## config.mk

```make
export PLATFORM = sky130hd
export DESIGN_NAME = skrt_ctrl
export DESIGN_NICKNAME = d
export VERILOG_FILES = /design/src/rtl/core/skrt_pkg.sv /design/src/rtl/core/skrt_ctrl.sv
export SDC_FILE = /design/constraint.sdc
export NUM_CORES = 1
export LEC_CHECK = 0
export ABC_AREA = 0
export BUFFER_PORTS_ARGS = -buffer_cell sky130_fd_sc_hd__buf_2
export CAP_MARGIN = 40
export CORE_MARGIN = 2
export CORE_UTILIZATION = 45
export DETAILED_ROUTE_END_ITERATION = 10
export GPL_ROUTABILITY_DRIVEN = 0
export PLACE_DENSITY_LB_ADDON = 0.1
export RECOVER_POWER = 25
export SLEW_MARGIN = 20
export SYNTH_ARGS = -nofsm -noshare
export SYNTH_HDL_FRONTEND = slang
export SYNTH_SLANG_ARGS = --single-unit
```

## constraint.sdc

```tcl
create_clock -name clk_i -period 1.9 [get_ports clk_i]
set_input_delay 0.095 -clock clk_i [delete_from_list [all_inputs] [get_ports clk_i]]
set_output_delay 0.095 -clock clk_i [all_outputs]
set_load 0.05 [all_outputs]
```

## src/rtl/core/skrt_pkg.sv

```systemverilog
`timescale 1ns / 1ps
// Package for the sorted keyed record table.
// Holds the command, status and state codes and the controller/datapath structs.
// Used by skrt_ctrl, skrt_datapath and sorted_keyed_record_table.
package skrt_pkg;

  localparam int unsigned CAPACITY_DEF    = 64;
  localparam int unsigned LABEL_BYTES_DEF = 25;
  localparam int unsigned KEY_W           = 32;
  localparam int unsigned QTY_W           = 32;
  localparam int unsigned LABEL_MAX_BYTES = 25;
  localparam int unsigned LABEL_W         = 8 * LABEL_MAX_BYTES;
  localparam int unsigned WORD_W          = 64;
  localparam int unsigned TAIL_W          = 8;

  typedef enum logic [1:0] {
    CMD_INSERT = 2'd0,
    CMD_SEARCH = 2'd1,
    CMD_UPDATE = 2'd2,
    CMD_DUMP   = 2'd3
  } cmd_e;

  typedef enum logic [1:0] {
    ST_OK       = 2'd0,
    ST_DUP      = 2'd1,
    ST_FULL     = 2'd2,
    ST_NOTFOUND = 2'd3
  } status_e;

  typedef enum logic [3:0] {
    S_IDLE,
    S_BS_RD,
    S_BS_CMP,
    S_ACT,
    S_SH_RD,
    S_SH_WR,
    S_WR_NEW,
    S_UPD,
    S_EM_OK,
    S_EM_DUP,
    S_EM_MISS,
    S_EM_FULL,
    S_DMP_RD,
    S_DMP_EM
  } state_e;

  typedef enum logic [1:0] {
    RD_MID,
    RD_LO,
    RD_PTR,
    RD_PTR_M1
  } rd_sel_e;

  typedef enum logic [1:0] {
    WR_SHIFT,
    WR_NEW,
    WR_UPD
  } wr_sel_e;

  typedef enum logic [1:0] {
    SRC_MEM,
    SRC_NEW,
    SRC_UPD,
    SRC_MISS
  } emit_src_e;

  typedef struct packed {
    logic [KEY_W-1:0]   key;
    logic [QTY_W-1:0]   qty;
    logic [LABEL_W-1:0] label;
  } rec_t;

  typedef struct packed {
    logic      accept;
    logic      bs_step;
    logic      rd_en;
    rd_sel_e   rd_sel;
    logic      ptr_load_cnt;
    logic      ptr_dec;
    logic      ptr_inc;
    logic      wr_en;
    wr_sel_e   wr_sel;
    logic      cnt_inc;
    logic      emit;
    emit_src_e emit_src;
    status_e   emit_status;
    logic      emit_last;
  } ctrl_t;

  typedef struct packed {
    cmd_e cmd;
    logic full;
    logic empty;
    logic lo_lt_hi;
    logic lo_lt_cnt;
    logic hit;
    logic ptr_gt_lo;
    logic ptr_last;
    logic out_ready;
  } stat_t;

endpackage

```

## src/rtl/core/skrt_ctrl.sv

```systemverilog
`timescale 1ns / 1ps
// Controller state machine of the sorted keyed record table.
// Sequences binary search, shift, write, update and dump; depends on skrt_pkg.
module skrt_ctrl (
  input  logic            clk_i,
  input  logic            rst_ni,
  input  logic            in_valid_i,
  output logic            in_stall_o,
  input  logic [1:0]      cmd_i,
  input  skrt_pkg::stat_t stat_i,
  output skrt_pkg::ctrl_t ctrl_o
);
  import skrt_pkg::*;

  state_e state_q;
  state_e state_d;
  logic   accept;
  cmd_e   cmd_in;

  assign cmd_in = cmd_e'(cmd_i);
  assign accept = (state_q == S_IDLE) && in_valid_i;

  always_comb begin
    state_d = state_q;
    case (state_q)
      S_IDLE: begin
        if (in_valid_i) begin
          case (cmd_in)
            CMD_DUMP:   state_d = stat_i.empty ? S_IDLE : S_DMP_RD;
            CMD_INSERT: state_d = stat_i.full ? S_EM_FULL : S_BS_RD;
            default:    state_d = S_BS_RD;
          endcase
        end
      end
      S_BS_RD:  state_d = stat_i.lo_lt_hi ? S_BS_CMP : S_ACT;
      S_BS_CMP: state_d = S_BS_RD;
      S_ACT: begin
        case (stat_i.cmd)
          CMD_INSERT: state_d = stat_i.hit ? S_EM_DUP : S_SH_RD;
          CMD_SEARCH: state_d = stat_i.hit ? S_EM_OK : S_EM_MISS;
          CMD_UPDATE: state_d = stat_i.hit ? S_UPD : S_EM_MISS;
          default:    state_d = S_IDLE;
        endcase
      end
      S_SH_RD:  state_d = stat_i.ptr_gt_lo ? S_SH_WR : S_WR_NEW;
      S_SH_WR:  state_d = S_SH_RD;
      S_WR_NEW, S_UPD, S_EM_OK, S_EM_DUP, S_EM_MISS, S_EM_FULL: begin
        if (stat_i.out_ready) begin
          state_d = S_IDLE;
        end
      end
      S_DMP_RD: state_d = S_DMP_EM;
      S_DMP_EM: begin
        if (stat_i.out_ready) begin
          state_d = stat_i.ptr_last ? S_IDLE : S_DMP_RD;
        end
      end
      default:  state_d = S_IDLE;
    endcase
  end

  always_comb begin
    ctrl_o             = '0;
    ctrl_o.rd_sel      = RD_LO;
    ctrl_o.wr_sel      = WR_NEW;
    ctrl_o.emit_src    = SRC_MEM;
    ctrl_o.emit_status = ST_OK;
    ctrl_o.emit_last   = 1'b1;
    ctrl_o.accept      = accept;
    case (state_q)
      S_BS_RD: begin
        if (stat_i.lo_lt_hi) begin
          ctrl_o.rd_en  = 1'b1;
          ctrl_o.rd_sel = RD_MID;
        end else begin
          ctrl_o.rd_en  = stat_i.lo_lt_cnt;
          ctrl_o.rd_sel = RD_LO;
        end
      end
      S_BS_CMP: ctrl_o.bs_step = 1'b1;
      S_ACT: begin
        ctrl_o.ptr_load_cnt = (stat_i.cmd == CMD_INSERT) && !stat_i.hit;
      end
      S_SH_RD: begin
        ctrl_o.rd_en  = stat_i.ptr_gt_lo;
        ctrl_o.rd_sel = RD_PTR_M1;
      end
      S_SH_WR: begin
        ctrl_o.wr_en   = 1'b1;
        ctrl_o.wr_sel  = WR_SHIFT;
        ctrl_o.ptr_dec = 1'b1;
      end
      S_WR_NEW: begin
        ctrl_o.wr_en    = stat_i.out_ready;
        ctrl_o.wr_sel   = WR_NEW;
        ctrl_o.cnt_inc  = stat_i.out_ready;
        ctrl_o.emit     = stat_i.out_ready;
        ctrl_o.emit_src = SRC_NEW;
      end
      S_UPD: begin
        ctrl_o.wr_en    = stat_i.out_ready;
        ctrl_o.wr_sel   = WR_UPD;
        ctrl_o.emit     = stat_i.out_ready;
        ctrl_o.emit_src = SRC_UPD;
      end
      S_EM_OK: ctrl_o.emit = stat_i.out_ready;
      S_EM_DUP: begin
        ctrl_o.emit        = stat_i.out_ready;
        ctrl_o.emit_status = ST_DUP;
      end
      S_EM_MISS: begin
        ctrl_o.emit        = stat_i.out_ready;
        ctrl_o.emit_src    = SRC_MISS;
        ctrl_o.emit_status = ST_NOTFOUND;
      end
      S_EM_FULL: begin
        ctrl_o.emit        = stat_i.out_ready;
        ctrl_o.emit_src    = SRC_MISS;
        ctrl_o.emit_status = ST_FULL;
      end
      S_DMP_RD: begin
        ctrl_o.rd_en  = 1'b1;
        ctrl_o.rd_sel = RD_PTR;
      end
      S_DMP_EM: begin
        ctrl_o.emit      = stat_i.out_ready;
        ctrl_o.emit_last = stat_i.ptr_last;
        ctrl_o.ptr_inc   = stat_i.out_ready;
      end
      default: begin
      end
    endcase
  end

  always_ff @(posedge clk_i or negedge rst_ni) begin
    if (!rst_ni) begin
      state_q <= S_IDLE;
    end else begin
      state_q <= state_d;
    end
  end

  assign in_stall_o = (state_q != S_IDLE);

endmodule

```

==> flow_metrics.py <==
metrics = {
    "outcome": {
        "status": "completed",
    },
    "placement": {
        "dp_hpwl_um": 1470,
        "numPortBuffers": 33,
        "place_inst": 146,
        "pre_cts_slack_ns": 0.190,
    },
    "route": {
        "drt_iter0_markers": 13,
        "routed_wl_um": 1890,
        "drc": 0,
        "via_count": 855,
        "wire_per_inst_um": 12.6,
        "dr.pass1.iters": 4,
        "vias_per_cell": 5.70,
        "antenna_left": 0,
    },
    "cts": {
        "cts-root-buf": "clkbuf_4",
        "cts_buffers": 3,
        "cts_setup_buffers": 0,
        "cts.reportedPaths.clkPinSlew_ns": 0.04,
        "clock_sinks": 4,
        "cts_max_level": 1,
        "max-clock-path-buffers": 2,
        "cts_tree": "done",
        "clock_latency_ns": 0.23,
    },
    "logic_synthesis": {
        "synth_compound_area_share_pct": 28.5,
        "ys_seq_area_share_pct": 14.2,
        "yosysTopAreaCellShare_pct": 14.2,
        "synth-main-ff-cell": "dfrtp_1",
        "synth_edf_count": 0,
        "synthSimpleGateAreaFrac_pct": 36.5,
        "ys.warnings.count": 0,
        "avgSynthCellArea_um2": 7.03,
        "syn_area_um2": 703,
        "synth_fa_ha_area_share_pct": 5.34,
        "synth_area_leader_cell": "dfrtp_1",
        "synthMuxAreaShare_pct": 4.63,
        "synth_top_family_by_area": "simple AND/OR/NAND/NOR gates",
        "ys_types": 41,
        "syn-num-nets": 118,
        "synth_xor_area_share_pct": 2.49,
        "synth-seq-cells": 4,
        "syn_inst": 100,
        "synth_area_leaders": "dfrtp_1, nand2_1, ha_1",
        "async_flop_share_pct": 100,
    },
    "floorplanning": {
        "fp.coreArea_um2": 1490,
        "initial_core_util_pct": 47.2,
        "die_w_um": 43.5,
        "rows": 14,
        "pin_count": 34,
        "fp.dieH_um": 43.5,
        "die-area_um2": 1890,
    },
    "global_route": {
        "overflow": 0,
        "grt_antenna_before_repair": 0,
        "grt_pass1_wl_um": 3200,
        "grt_max_degree": 18,
        "track_usage_pct": 21.7,
        "grt_pass1_vias": 729,
    },
    "timing": {
        "fin_tns_setup_ns": 0,
        "hold_violations": 0,
        "setup_slack_ns": 0.190,
        "rsz0062_at_grt": "false",
        "fin_crit_sh_pct": 90.0,
        "fmax_mhz": 585,
        "setup_viol": 0,
        "maxSlewHeadroom_pct": 78.0,
        "finalMaxSlewViolations": 0,
        "layout_min_cycle_time_ns": 1.71,
        "finalClockSkew_ns": 0.00246,
        "tightest_slew_ns": 0.330,
    },
    "critical_path": {
        "r2r_cells": 4,
        "cp.required_ns": 1.80,
        "critical_path_class": "reg2out",
        "cp_max_fo": 9,
        "arrival_ns": 1.61,
        "critPathLaunchType": "register",
        "cp-end-kind": "output port",
    },
    "pwr": {
        "peakVddDrop_uv": 966,
        "power.leakage_nw": 0.456,
        "power-per-cell-area_nw_per_um2": 1740,
    },
    "cells_and_area": {
        "final_cell_mix": "buf_2, nand2_1, nor2_1",
        "fin_cells": 150,
        "drive_gt1_share_pct": 37.3,
        "nets": 154,
        "syn2layout_area_growth_pct": 33.3,
        "top_regs": "state_q (4)",
        "num_antenna_cells": 0,
        "largest_reg_flops": 4,
        "final_common_cell": "buf_2",
        "regMostFlops": "state_q",
        "final_core_utilization_pct": 62.9,
    },
    "job": {
        "max_cap_viol_count": 0,
    },
    "hold_path": {
        "hold_depth": 2,
        "hold_class": "in2reg",
    },
}
## timing repair
action / 4_1_cts / 5_1_grt
endpoints found under the setup margin: 0 / 2
endpoints found under the hold margin: 4 / 0
gates resized for setup: 0 / 2
hold buffers: 1 / 0
## logic make-up (layout without fill, tap and decap cells)
family | Yosys count | count (layout)
buffers and inverters | 13 | 47
adders and majority gates | 3 | 3
muxes | 3 | 3
and+or+nand+nor | 49 | 49
AOI/OAI and AO/OA | 26 | 26
DFF | 4 | 4
xor gates and xnor gates | 2 | 2
## cells in the mapped netlist (2+ instances only)
library cell and n:
nand2b_1 5, dfrtp_1 4, or2_1 2, a211oi_1 2, buf_2 5, mux2_1 2, ha_1 3, nor2b_1 4
o21ai_0 3, clkbuf_1 2, inv_1 5, nand2_1 11, xnor2_1 2, o211ai_1 2, nor2_1 10, and2_1 3
nor3_1 5, a21oi_1 6, a32oi_1 2
## layout make-up
class	count	area (um^2)
Multi-Input combinational cell	83	562
Fill cell	150	552
Timing Repair Buffer	39	211
Sequential cell	4	103
Clock buffer	3	22.5
Tap cell	16	20.0
Inverter	5	18.8
## critical path, cell delays in order (launching register included)
cell and delay (ns):
dfrtp_1 0.53, nand2b_1 0.26, or3_1 0.39, buf_2 0.21
## report_power, final
part	internal (mW)	total, mW	switching (mW)
clock	0.0704	0.102	0.0317
sequential	0.131	0.268	0.137
combinational	0.426	1.26	0.838
## path summary, 6_finish.rpt
path | from | to | slack, ns
worst max-delay path | state_q[0] | ctrl_o[0] | 0.19
worst min-delay path | stat_i[0] | state_q[3] | 0.18
worst max register to register | state_q[0] | state_q[3] | 0.27
worst min register to register | state_q[2] | state_q[2] | 0.74
max in group asynchronous | rst_ni | state_q[3] | 1.48
min in group asynchronous | rst_ni | state_q[0] | 0.22
## stage by stage
| step | power [mW] | hold WS (ns) | area [um^2] |
|---|---|---|---|
| finish | 1.63 | 0.176 | 937 |
| global route | 1.76 | 0.202 | 937 |
| CTS | 1.63 | 0.176 | 936 |
| detailed placement | 1.52 | -0.0977 | 903 |
| global placement | 1.51 | -0.101 | 903 |
| floorplan | 1.24 | -0.201 | 721 |
## per-layer routing
metal,global-route usage (%),up-vias,share of wire [%]
li1,-,431,-
met1,29.2,393,44
met2,37.6,29,50
met3,1.67,2,4.4
met4,5.45,0,0.64
met5,0,-,0
(Power assumes the default switching activity.)
